$ cat src/hw/rtl/deq_pkg.sv
// Shared types and codes for the double-ended queue.
// Used by the controller, the datapath and the top level; no dependencies.
package deq_pkg;

    localparam int unsigned CAPACITY = 16;

    localparam int unsigned MODE_W   = 3;
    localparam int unsigned WORD_W   = 32;
    localparam int unsigned COUNT_W  = $clog2(CAPACITY + 1);
    localparam int unsigned STATUS_W = 2;

    localparam logic [MODE_W-1:0] MODE_PUSH_FRONT = 3'd0;
    localparam logic [MODE_W-1:0] MODE_PUSH_BACK  = 3'd1;
    localparam logic [MODE_W-1:0] MODE_POP_FRONT  = 3'd2;
    localparam logic [MODE_W-1:0] MODE_POP_BACK   = 3'd3;
    localparam logic [MODE_W-1:0] MODE_LOOK       = 3'd4;

    localparam logic [STATUS_W-1:0] STAT_OK    = 2'd0;
    localparam logic [STATUS_W-1:0] STAT_EMPTY = 2'd1;
    localparam logic [STATUS_W-1:0] STAT_FULL  = 2'd2;

    typedef struct packed {
        logic [MODE_W-1:0] mode;
        logic [WORD_W-1:0] value;
    } deq_req_t;

    typedef struct packed {
        logic [WORD_W-1:0]   popped_value;
        logic [WORD_W-1:0]   front_value;
        logic [WORD_W-1:0]   back_value;
        logic [COUNT_W-1:0]  entry_count;
        logic [STATUS_W-1:0] status;
    } deq_res_t;

    typedef enum logic [1:0] {
        ST_IDLE,
        ST_EXEC,
        ST_FILL
    } deq_state_t;

    // Controller to datapath
    typedef struct packed {
        logic load;
        logic exec;
        logic fill;
    } deq_cmd_t;

    // Datapath to controller
    typedef struct packed {
        logic need_fill;
    } deq_stat_t;

endpackage

$ cat src/hw/rtl/double_ended_queue_top.sv
// Double-ended queue: a request is accepted at a clock edge with start high
// and busy low; its result strobes on done after the execute step, or after
// the refill step that reads the new end word from the RAM for a pop that
// leaves entries behind. A new request is taken only once the controller
// is idle again. rst_n clears indices and count (queue empty); RAM contents
// are not cleared. The receiver cannot stall: done is a one-cycle strobe.
module double_ended_queue_top #(
    parameter int unsigned DATA_WIDTH = 32
) (
    input  logic              clk,
    input  logic              rst_n,
    input  logic              start,
    output logic              busy,
    input  deq_pkg::deq_req_t request,
    output logic              done,
    output deq_pkg::deq_res_t result
);
    import deq_pkg::*;

    deq_cmd_t  cmd;
    deq_stat_t stat;

    deq_ctrl u_ctrl (
        .clk   (clk),
        .rst_n (rst_n),
        .start (start),
        .busy  (busy),
        .cmd   (cmd),
        .stat  (stat)
    );

    deq_datapath #(
        .DATA_WIDTH (DATA_WIDTH)
    ) u_datapath (
        .clk     (clk),
        .rst_n   (rst_n),
        .cmd     (cmd),
        .stat    (stat),
        .request (request),
        .done    (done),
        .result  (result)
    );

endmodule

$ cat src/hw/rtl/deq_ram.sv
// Generic single-write, single-read RAM with registered read data.
// No dependencies.
module deq_ram #(
    parameter int unsigned WIDTH = 32,
    parameter int unsigned DEPTH = 16
) (
    input  logic                     clk,
    input  logic                     wr_en,
    input  logic [$clog2(DEPTH)-1:0] wr_addr,
    input  logic [WIDTH-1:0]         wr_data,
    input  logic                     rd_en,
    input  logic [$clog2(DEPTH)-1:0] rd_addr,
    output logic [WIDTH-1:0]         rd_data
);

    logic [WIDTH-1:0] mem_reg [DEPTH];
    logic [WIDTH-1:0] rd_data_reg;

    always_ff @(posedge clk)
    begin
        if (wr_en)
        begin
            mem_reg[wr_addr] <= wr_data;
        end
        if (rd_en)
        begin
            rd_data_reg <= mem_reg[rd_addr];
        end
    end

    assign rd_data = rd_data_reg;

endmodule

$ cat src/hw/rtl/deq_ctrl.sv
// Sequencer for the double-ended queue: accept, execute, optional refill.
// Depends on deq_pkg.
module deq_ctrl (
    input  logic               clk,
    input  logic               rst_n,
    input  logic               start,
    output logic               busy,
    output deq_pkg::deq_cmd_t  cmd,
    input  deq_pkg::deq_stat_t stat
);
    import deq_pkg::*;

    deq_state_t state_reg;
    deq_state_t state_next;

    always_ff @(posedge clk or negedge rst_n)
    begin
        if (!rst_n)
        begin
            state_reg <= ST_IDLE;
        end
        else
        begin
            state_reg <= state_next;
        end
    end

    always_comb
    begin
        state_next = state_reg;
        unique case (state_reg)
            ST_IDLE:
            begin
                if (start)
                begin
                    state_next = ST_EXEC;
                end
            end
            ST_EXEC:
            begin
                // a pop that leaves entries must fetch the new end word
                state_next = stat.need_fill ? ST_FILL : ST_IDLE;
            end
            ST_FILL:
            begin
                state_next = ST_IDLE;
            end
            default:
            begin
                state_next = ST_IDLE;
            end
        endcase
    end

    always_comb
    begin
        cmd  = '0;
        busy = 1'b1;
        unique case (state_reg)
            ST_IDLE:
            begin
                busy     = 1'b0;
                cmd.load = start;
            end
            ST_EXEC:
            begin
                cmd.exec = 1'b1;
            end
            ST_FILL:
            begin
                cmd.fill = 1'b1;
            end
            default:
            begin
                busy = 1'b1;
            end
        endcase
    end

endmodule

$ cat src/hw/rtl/deq_datapath.sv
// Datapath of the double-ended queue: indices, count, cached end words,
// entry RAM and result register. Depends on deq_pkg and deq_ram.
module deq_datapath #(
    parameter int unsigned DATA_WIDTH = 32
) (
    input  logic               clk,
    input  logic               rst_n,
    input  deq_pkg::deq_cmd_t  cmd,
    output deq_pkg::deq_stat_t stat,
    input  deq_pkg::deq_req_t  request,
    output logic               done,
    output deq_pkg::deq_res_t  result
);
    import deq_pkg::*;

    localparam int unsigned AW = $clog2(CAPACITY);
    localparam int unsigned CW = $clog2(CAPACITY + 1);
    localparam logic [AW-1:0] LAST_SLOT = AW'(CAPACITY - 1);
    localparam logic [CW-1:0] FULL_CNT  = CW'(CAPACITY);
    localparam logic [CW-1:0] ONE_CNT   = CW'(1);

    function automatic logic [AW-1:0] slot_next(input logic [AW-1:0] i);
        return (i == LAST_SLOT) ? '0 : i + AW'(1);
    endfunction

    function automatic logic [AW-1:0] slot_prev(input logic [AW-1:0] i);
        return (i == '0) ? LAST_SLOT : i - AW'(1);
    endfunction

    deq_req_t              req_reg;
    logic [AW-1:0]         fidx_reg, fidx_next;
    logic [AW-1:0]         bidx_reg, bidx_next;
    logic [CW-1:0]         count_reg, count_next;
    logic [DATA_WIDTH-1:0] fval_reg, fval_next;
    logic [DATA_WIDTH-1:0] bval_reg, bval_next;
    logic [DATA_WIDTH-1:0] popped_reg, popped_next;
    logic [STATUS_W-1:0]   status_reg, status_next;
    deq_res_t              res_reg, res_next;
    logic                  done_reg, done_next;

    logic                  wr_en;
    logic [AW-1:0]         wr_addr;
    logic [DATA_WIDTH-1:0] word;
    logic                  rd_en;
    logic [AW-1:0]         rd_addr;
    logic [DATA_WIDTH-1:0] rd_data;
    logic                  is_pop;

    assign word   = DATA_WIDTH'(req_reg.value);
    assign is_pop = (req_reg.mode == MODE_POP_FRONT) || (req_reg.mode == MODE_POP_BACK);
    // pops leaving at least one entry need the new end word from the RAM
    assign stat.need_fill = is_pop && (count_reg > ONE_CNT);

    deq_ram #(
        .WIDTH (DATA_WIDTH),
        .DEPTH (CAPACITY)
    ) u_ram (
        .clk     (clk),
        .wr_en   (wr_en),
        .wr_addr (wr_addr),
        .wr_data (word),
        .rd_en   (rd_en),
        .rd_addr (rd_addr),
        .rd_data (rd_data)
    );

    always_ff @(posedge clk)
    begin
        if (cmd.load)
        begin
            req_reg <= request;
        end
        fval_reg   <= fval_next;
        bval_reg   <= bval_next;
        popped_reg <= popped_next;
        status_reg <= status_next;
        res_reg    <= res_next;
    end

    always_ff @(posedge clk or negedge rst_n)
    begin
        if (!rst_n)
        begin
            fidx_reg  <= '0;
            bidx_reg  <= '0;
            count_reg <= '0;
            done_reg  <= 1'b0;
        end
        else
        begin
            fidx_reg  <= fidx_next;
            bidx_reg  <= bidx_next;
            count_reg <= count_next;
            done_reg  <= done_next;
        end
    end

    always_comb
    begin
        fidx_next   = fidx_reg;
        bidx_next   = bidx_reg;
        count_next  = count_reg;
        fval_next   = fval_reg;
        bval_next   = bval_reg;
        popped_next = popped_reg;
        status_next = status_reg;
        wr_en       = 1'b0;
        wr_addr     = bidx_reg;
        rd_en       = 1'b0;
        rd_addr     = slot_next(fidx_reg);

        if (cmd.exec)
        begin
            popped_next = '0;
            status_next = STAT_OK;
            case (req_reg.mode)
                MODE_PUSH_FRONT:
                begin
                    if (count_reg == FULL_CNT)
                    begin
                        status_next = STAT_FULL;
                    end
                    else
                    begin
                        fidx_next  = slot_prev(fidx_reg);
                        wr_en      = 1'b1;
                        wr_addr    = slot_prev(fidx_reg);
                        fval_next  = word;
                        count_next = count_reg + ONE_CNT;
                        if (count_reg == '0)
                        begin
                            bval_next = word;
                        end
                    end
                end
                MODE_PUSH_BACK:
                begin
                    if (count_reg == FULL_CNT)
                    begin
                        status_next = STAT_FULL;
                    end
                    else
                    begin
                        bidx_next  = slot_next(bidx_reg);
                        wr_en      = 1'b1;
                        wr_addr    = bidx_reg;
                        bval_next  = word;
                        count_next = count_reg + ONE_CNT;
                        if (count_reg == '0)
                        begin
                            fval_next = word;
                        end
                    end
                end
                MODE_POP_FRONT:
                begin
                    if (count_reg == '0)
                    begin
                        status_next = STAT_EMPTY;
                    end
                    else
                    begin
                        popped_next = fval_reg;
                        fidx_next   = slot_next(fidx_reg);
                        count_next  = count_reg - ONE_CNT;
                        rd_en       = stat.need_fill;
                        rd_addr     = slot_next(fidx_reg);
                    end
                end
                MODE_POP_BACK:
                begin
                    if (count_reg == '0)
                    begin
                        status_next = STAT_EMPTY;
                    end
                    else
                    begin
                        popped_next = bval_reg;
                        bidx_next   = slot_prev(bidx_reg);
                        count_next  = count_reg - ONE_CNT;
                        rd_en       = stat.need_fill;
                        rd_addr     = slot_prev(slot_prev(bidx_reg));
                    end
                end
                default:
                begin
                    status_next = STAT_OK;
                end
            endcase
        end

        if (cmd.fill)
        begin
            if (req_reg.mode == MODE_POP_FRONT)
            begin
                fval_next = rd_data;
            end
            else
            begin
                bval_next = rd_data;
            end
        end
    end

    always_comb
    begin
        done_next = (cmd.exec && !stat.need_fill) || cmd.fill;
        res_next  = res_reg;
        if (done_next)
        begin
            res_next.popped_value = WORD_W'(popped_next);
            res_next.front_value  = (count_next == '0) ? '0 : WORD_W'(fval_next);
            res_next.back_value   = (count_next == '0) ? '0 : WORD_W'(bval_next);
            res_next.entry_count  = COUNT_W'(count_next);
            res_next.status       = status_next;
        end
    end

    assign done   = done_reg;
    assign result = res_reg;

`ifndef SYNTHESIS
    a_count_bound: assert property (@(posedge clk) disable iff (!rst_n)
        count_reg <= FULL_CNT)
        else $error("entry count above capacity");

    a_done_single: assert property (@(posedge clk) disable iff (!rst_n)
        done_reg |=> !done_reg)
        else $error("result strobe held for two cycles");

    a_full_status: assert property (@(posedge clk) disable iff (!rst_n)
        (done_reg && res_reg.status == STAT_FULL) |-> count_reg == FULL_CNT)
        else $error("full status while not full");

    a_empty_status: assert property (@(posedge clk) disable iff (!rst_n)
        (done_reg && res_reg.status == STAT_EMPTY) |-> count_reg == '0)
        else $error("empty status while entries held");

    a_fill_after_exec: assert property (@(posedge clk) disable iff (!rst_n)
        cmd.fill |-> $past(cmd.exec) && $past(stat.need_fill))
        else $error("refill without a preceding pop");
`endif

endmodule
$ cat config.mk
export PLATFORM = sky130hd
export DESIGN_NAME = double_ended_queue_top
export DESIGN_NICKNAME = d
export VERILOG_FILES = /design/src/hw/rtl/deq_pkg.sv /design/src/hw/rtl/double_ended_queue_top.sv /design/src/hw/rtl/deq_ram.sv /design/src/hw/rtl/deq_ctrl.sv /design/src/hw/rtl/deq_datapath.sv
export SDC_FILE = /design/constraint.sdc
export NUM_CORES = 1
export LEC_CHECK = 0
export CAP_MARGIN = 5
export CELL_PAD_IN_SITES_DETAIL_PLACEMENT = 1
export CELL_PAD_IN_SITES_GLOBAL_PLACEMENT = 1
export CORE_UTILIZATION = 55
export CTS_BUF_LIST = sky130_fd_sc_hd__clkbuf_8
export CTS_CLUSTER_DIAMETER = 50
export DETAILED_ROUTE_END_ITERATION = 12
export DONT_BUFFER_PORTS = 1
export GPL_ROUTABILITY_DRIVEN = 0
export GPL_TIMING_DRIVEN = 0
export PLACE_DENSITY = 0.81
export SETUP_SLACK_MARGIN = 0.4
export SYNTH_ARGS = -nofsm -noshare
export SYNTH_HDL_FRONTEND = slang
export SYNTH_SLANG_ARGS = --single-unit
export TNS_END_PERCENT = 1
$ cat constraint.sdc
create_clock -name clk -period 12.1 [get_ports clk]
set_input_delay 0.605 -clock clk [delete_from_list [all_inputs] [get_ports clk]]
set_output_delay 0.605 -clock clk [all_outputs]
set_load 0.01 [all_outputs]
==> run metrics, run 1 <==
status complete, no violations; CP Max Fanout 10; Post-layout nets 2,077; NetSw about 3500 uW; clk sinks approximately 800; critical path class register to register; top cells by area, synth edfxtp_1 67%, mux4_2 7.0%, dfxtp_1 6.4%; drt first pass iters 6; Crit path max-delay family compound AO/OA/AOI/OAI gates; Synth top area share 0.6685; CP max stage cell a211oi_1; GRT Overall Usage 0.3011; Yosys reg bits slightly below 800; TNS Setup 0 ns; Max H-tree Level 4; clock transition at the registers of the reported paths 0.06 ns; VDD IR max 0.1494 mV; number of flops mapped to enable cells by yosys 682; Syn Inst Count approximately 1,800; Cells after DPL around 2,600; fraction of registers with async set/reset 0.02010; max-slew violations 0; Die X-Extent roughly 240 um; cells along the critical path clkbuf_1 -> inv_1 -> ha_1 -> buf_2 -> or3b_2 -> a211oi_1 -> mux2_2 -> buf_2 -> buf_1 -> a211oi_1 -> a211oi_1 -> a221o_1; Remaining DRCs 0; Synth warnings 0; pwr/cell area about 270 nW/um^2; Register-to-Register Setup Slack a little over 7 ns; cell with the most instances after synthesis edfxtp_1; TritonCTS clock tree yes; Finish-stage setup viols 0; most used cell, CP a211oi_1; Max Clk Rate about 200 MHz; number of flip-flops in the largest register between 500 and 600; Logic pwr share 0.348; Net Count, Synth about 1,900; Resized Gates After CTS 0; Synth top cells by count 682 x edfxtp_1, 151 x nor2_1, 98 x dfxtp_1; CP arrival about 5.5 ns; clk buf depth 3; Internal Power 5934 uW; Critical Path RT 12.71 ns; core area 55,090 um^2; Post-Syn Area between 30,000 and 40,000 um^2; Worst R2R Start u_datapath.bidx_reg[0]$_DFFE_PN0P_; largest net degree at the start of global routing 35; initial antenna violation count 2; Tot Pwr between 9000 and 10,000 uW; Initial DRC Count a little under 2,000; clk root buf clkbuf_8; Setup Skew approximately 0.04 ns; Cell Count, Final, Fillers Out between 2,000 and 3,000; Vias between 15,000 and 20,000; row count 86; detail-routed via count per cell around 6.3; first-pass GRT wire length 123.4 mm; Total Wirelength roughly 84 mm; Routed Antenna Nets 0; height of the die 238 um; mean post-synth cell area 16.66 um^2; Flop pwr share 0.407; io pins 143; clock share of power 0.244; per-cell routed wire length about 29 um; Final Hold Fails 0; Post-CTS Setup Repair Bufs 0; later-pin clock latency in the skew report 0.80 ns; Detail Placement HPWL about 56 mm; post-layout minimum cycle time between 4 and 5 ns; # port buffers 0; total gr overflow 0; relative slew slack 0.1441; WP buf/inv 5; synth unique cells 63; Worst Tran Pin Value 1.280 ns; Initial Utilization 0.5560; ratio of cells with drive above 1 in the final layout 0.1688; register area share after synthesis 0.7457; max incr delay on CP about 0.6 ns; crit path launch type register; Leak 0.01189 uW; reg2reg end u_datapath.u_ram.rd_data[13]$_DFFE_PP_; number of global-route vias before repair ~19,000; fill count 4,949; max-cap violations 0; RSZ-0062 raised after global routing no; fin crit share 0.4063; switching share of power 0.3716; total die area 56,640 um^2; Yosys top cell by area edfxtp_1; Synth Flop Type edfxtp_1; CP endpoint kind register; area growth from synthesis to layout 14.54%; CTS Buf Count about 130; Tightest Hold Check Type input port to async pin; worst r2r path cells 12
## how the worst max path moves through the flow
stage,start,end,slack (ns),cells past startpoint
floorplan,u_ctrl.state_reg[1]$_DFFE_PN0P_,u_datapath.done$_DFF_PN0_,3.00,4
global placement,u_ctrl.state_reg[1]$_DFFE_PN0P_,u_datapath.done$_DFF_PN0_,0.64,4
detailed placement,u_datapath.bidx_reg[0]$_DFFE_PN0P_,u_datapath.u_ram.rd_data[26]$_DFFE_PP_,7.38,12
CTS,u_datapath.bidx_reg[0]$_DFFE_PN0P_,u_datapath.u_ram.rd_data[13]$_DFFE_PP_,7.32,12
global route,u_datapath.bidx_reg[0]$_DFFE_PN0P_,u_datapath.u_ram.rd_data[13]$_DFFE_PP_,7.05,12
finish,u_datapath.bidx_reg[0]$_DFFE_PN0P_,u_datapath.u_ram.rd_data[13]$_DFFE_PP_,7.18,12
## placed cells by master (no fill, tap or decap), types with 31 or more instances in the layout
cell / synthesis / final
mux4_2: 95 / 95
inv_1: 45 / 85
a22o_1: 36 / 36
dlygate4sd3_1: 0 / 37
dfxtp_1: 98 / 98
a21oi_1: 97 / 97
clkbuf_8: 0 / 141
a221o_1: 32 / 32
nor3_1: 49 / 49
o21ai_0: 45 / 44
nor2_1: 151 / 133
edfxtp_1: 682 / 682
clkbuf_1: 63 / 63
nand2_1: 87 / 87
a211oi_1: 84 / 84
buf_2: 31 / 31
mux2i_1: 62 / 62
## power by group through the flow
| stage | clock network [uW] | logic [uW] | registers, uW |
|---|---|---|---|
| 5_1_grt | 2440 | 3450 | 3880 |
| 2_1_floorplan | 0 | 2060 | 3820 |
| 3_5_place_dp | 0 | 3160 | 3890 |
| 6_report | 2310 | 3290 | 3850 |
| 4_1_cts | 2330 | 3250 | 3840 |
| 3_3_place_gp | 0 | 2950 | 3900 |
## layout make-up
cell class / instances / area, um^2 / area share
multi-input combinational: 886 / 7238 / 0.2063
timing repair buffer: 57 / 845.8 / 0.02411
clock buffer: 141 / 1941 / 0.05531
clock inverter: 96 / 581.8 / 0.01658
inverter: 46 / 172.7 / 0.004921
sequential: 796 / 22840 / 0.6510
buffer: 111 / 526.8 / 0.01501
antenna: 1 / 2.502 / 0.00007132
tap: 748 / 935.9 / 0.02667
## logic make-up after synthesis
kind of cell | count (synthesis) | share of synthesized area
AOI/OAI and AO/OA | 371 | 0.08332
xor gates and xnor gates | 12 | 0.003431
adders and majority gates | 10 | 0.004084
buffers and inverters | 157 | 0.02283
DFF | 796 | 0.7457
muxes | 162 | 0.09194
and+or+nand+nor | 331 | 0.04873
## per-layer routing
layer	vias up	GRT usage	share of wire
li1	7657	-	-
met1	9339	0.3876	0.39
met2	1006	0.4972	0.49
met3	219	0.06374	0.076
met4	2	0.1321	0.038
met5	-	0	0.00016
## repair_timing
item                                    CTS  global route
endpoints found under the setup margin    0             0
hold endpoints to repair                 52             0
hold buffers                             37             0
## stage by stage
step | area (um^2) | utilization | setup slack (ns) | hold slack (ns)
2_1_floorplan | 30630 | - | 3.001 | 0.3094
3_3_place_gp | 31570 | 0.5730 | 0.6402 | 0.3099
3_5_place_dp | 32190 | 0.5843 | 7.385 | 0.3098
4_1_cts | 35080 | 0.6368 | 7.319 | 0.3568
5_1_grt | 35090 | 0.6369 | 7.048 | 0.4064
6_report | 35090 | 0.6369 | 7.184 | 0.3734
No activity file was read; power rests on OpenSTA's default activity.
==> run 2: changes to the inputs <==
- clock period: 12.1 -> 5 ns (I/O delays scaled with it)
==> run metrics, run 2 (same netlist as run 1, synthesis figures left out) <==
status complete, no violations (unchanged); Critical Path Start u_datapath.bidx_reg[0]$_DFFE_PN0P_ (unchanged); Remaining DRCs 0 (unchanged); pwr/cell area 648.1 nW/um^2 (was 269.1 nW/um^2); most common cell after layout, fill and taps aside edfxtp_1 (unchanged); clk root buf clkbuf_8 (unchanged); WHS 0.07922 ns (was 0.3734 ns); Total Wirelength 84.80 mm (was 83.51 mm); Max H-tree Level 4 (unchanged); Leak 0.01183 uW (was 0.01189 uW); per-cell routed wire length 29.50 um (was 28.98 um); area growth from synthesis to layout 14.14% (was 14.54%); Vias 18,466 (was 18,223); Final Hold Fails 0 (unchanged); max-cap violations 0 (unchanged); Detail Placement HPWL 56.45 mm (was 55.60 mm); max-slew violations 0 (unchanged); Cells after DPL 2,607 (unchanged); CP endpoint kind register (unchanged); Crit path max-delay family buffers and inverters (was compound AO/OA/AOI/OAI gates); number of flip-flops in the largest register 512 (unchanged); number of global-route vias before repair 19,658 (was 19,388); Die X-Extent 238 um (unchanged); VDD IR max 0.3749 mV (was 0.1494 mV); RSZ-0062 raised after global routing yes (was no); core area 55,090 um^2 (unchanged); CP max stage cell buf_1 (was a211oi_1); fin crit share 0.9166 (was 0.4063); critical path class register to register (unchanged); area of the multi-input gates 7243 um^2 (was 7238 um^2); Post-CTS Setup Repair Bufs 0 (unchanged); most frequent cells in the layout 682 x edfxtp_1, 140 x clkbuf_8, 133 x nor2_1, 98 x dfxtp_1, 97 x a21oi_1 (was 682 x edfxtp_1, 141 x clkbuf_8, 133 x nor2_1, 98 x dfxtp_1, 97 x a21oi_1); clk buf depth 3 (unchanged); Setup WS post-layout 0.4170 ns (was 7.184 ns); Worst R2R Start u_datapath.bidx_reg[0]$_DFFE_PN0P_ (unchanged); Initial Utilization 0.5560 (unchanged); Setup Skew 0.03656 ns (was 0.04027 ns); Critical Path RT 5.61 ns (was 12.71 ns); Routed Antenna Nets 0 (unchanged); Post-layout nets 2,077 (unchanged); GRT Overall Usage 0.3070 (was 0.3011); Finished Core Util 0.6346 (was 0.6369); # port buffers 0 (unchanged); total die area 56,640 um^2 (unchanged); Tot Pwr 22,660 uW (was 9443 uW); detail-routed via count per cell 6.425 (was 6.323); Finish-stage setup viols 0 (unchanged); initial antenna violation count 1 (was 2); largest net degree at the start of global routing 35 (unchanged); CTS Buf Count 130 (was 131); Tightest Hold Check Type input port to register (was input port to async pin); CP arrival 5.19 ns (was 5.52 ns); ratio of cells with drive above 1 in the final layout 0.1675 (was 0.1688); crit path launch type register (unchanged); cells along the critical path clkbuf_1 -> inv_1 -> ha_1 -> buf_2 -> or3b_2 -> a211oi_2 -> mux2_2 -> buf_2 -> buf_1 -> a211oi_1 -> a211oi_1 -> a221o_1 (was clkbuf_1 -> inv_1 -> ha_1 -> buf_2 -> or3b_2 -> a211oi_1 -> mux2_2 -> buf_2 -> buf_1 -> a211oi_1 -> a211oi_1 -> a221o_1); first-pass GRT wire length 126.4 mm (was 123.4 mm); post-layout minimum cycle time 4.583 ns (was 4.916 ns); Post-Place Setup Slack 0.2480 ns (was 7.385 ns); row count 86 (unchanged); CP Max Fanout 10 (unchanged); hold path start request[34]; clock transition at the registers of the reported paths 0.06 ns (about the same); drt first pass iters 5 (was 6); WP buf/inv 5 (unchanged); FF+latch area 22,840 um^2 (unchanged); total gr overflow 0 (unchanged); max incr delay on CP 0.54 ns (was 0.60 ns); relative slew slack 0.08685 (was 0.1441); fill count 4,911 (was 4,949); later-pin clock latency in the skew report 0.79 ns (was 0.80 ns); Max Clk Rate 218.2 MHz (was 203.4 MHz); clk sinks 796 (unchanged); Cell Count, Final, Fillers Out 2,874 (was 2,882); TritonCTS clock tree yes (unchanged); io pins 143 (unchanged); height of the die 238 um (unchanged); Worst Tran Pin Value 1.366 ns (was 1.280 ns); Initial DRC Count 2,169 (was 1,963)
run 2: cell count changes in the layout (fill, tap and decap cells not counted), sizes merged:
cell,previous run,this run
inv,91,90
dlygate4sd3,37,38
buf,68,67
clkinvlp,5,6
bufinv,6,2
clkinv,40,36
run 2: metal layers:
layer	up-vias	GRT usage	routed length, um
met5	-	0	0
met4	0	0.1230	2904
met3	211	0.06467	6885
met2	1117	0.5159	42330
met1	9498	0.3921	32680
li1	7640	-	-
run 2: worst paths after layout:
kind / end / slack (ns) / cells after the start
worst max-delay path: u_datapath.u_ram.rd_data[5]$_DFFE_PP_ / 0.42 / 12
worst min-delay path: u_datapath.req_reg[34]$_DFFE_PP_ / 0.08 / 1
worst max register to register: u_datapath.u_ram.rd_data[5]$_DFFE_PP_ / 0.42 / 12
worst min register to register: u_datapath.popped_reg[23]$_DFF_P_ / 0.48 / 2
max in group asynchronous: u_datapath.bidx_reg[1]$_DFFE_PN0P_ / 3.92 / 2
min in group asynchronous: u_datapath.count_reg[3]$_DFF_PN0_ / 0.56 / 2
run 2: metrics by stage:
step | instance area, um^2 | setup TNS [ns]
after detailed placement | 32200 | 0
after CTS | 34960 | 0
final | 34960 | 0
after global placement | 31570 | -128.13
after floorplan | 30640 | 0
after global routing | 34960 | 0
run 2: where the power goes:
| group | switching, uW | internal, uW |
|---|---|---|
| registers | 758 | 8550 |
| clock network | 2640 | 2690 |
| logic | 5130 | 2890 |
run 2: cell type report:
type | instances | area share
inverters | 46 | 0.004938
multi-input cells | 886 | 0.2072
well taps | 748 | 0.02677
clock inverters | 88 | 0.01274
clock buffers | 140 | 0.05511
flip-flops and latches | 796 | 0.6533
repair buffers | 58 | 0.02469
diodes | 1 | 0.00007157
plain buffers | 111 | 0.01521
run 2: timing repair:
item / 4_1_cts / 5_1_grt
resized for setup: 1 / 6
endpoints found under the hold margin: 59 / 0
hold buffers: 38 / 0
setup endpoints to repair: 31 / 31
run 2: worst reg2reg max path, stage by stage, from the launching register on:
cell and delay [ns]:
dfrtp_1 0.48, clkbuf_1 0.28, inv_1 0.18, ha_1 0.16
buf_2 0.21, or3b_2 0.49, a211oi_2 0.39, mux2_2 0.38
buf_2 0.36, buf_1 0.54, a211oi_1 0.23, a211oi_1 0.39
a221o_1 0.31
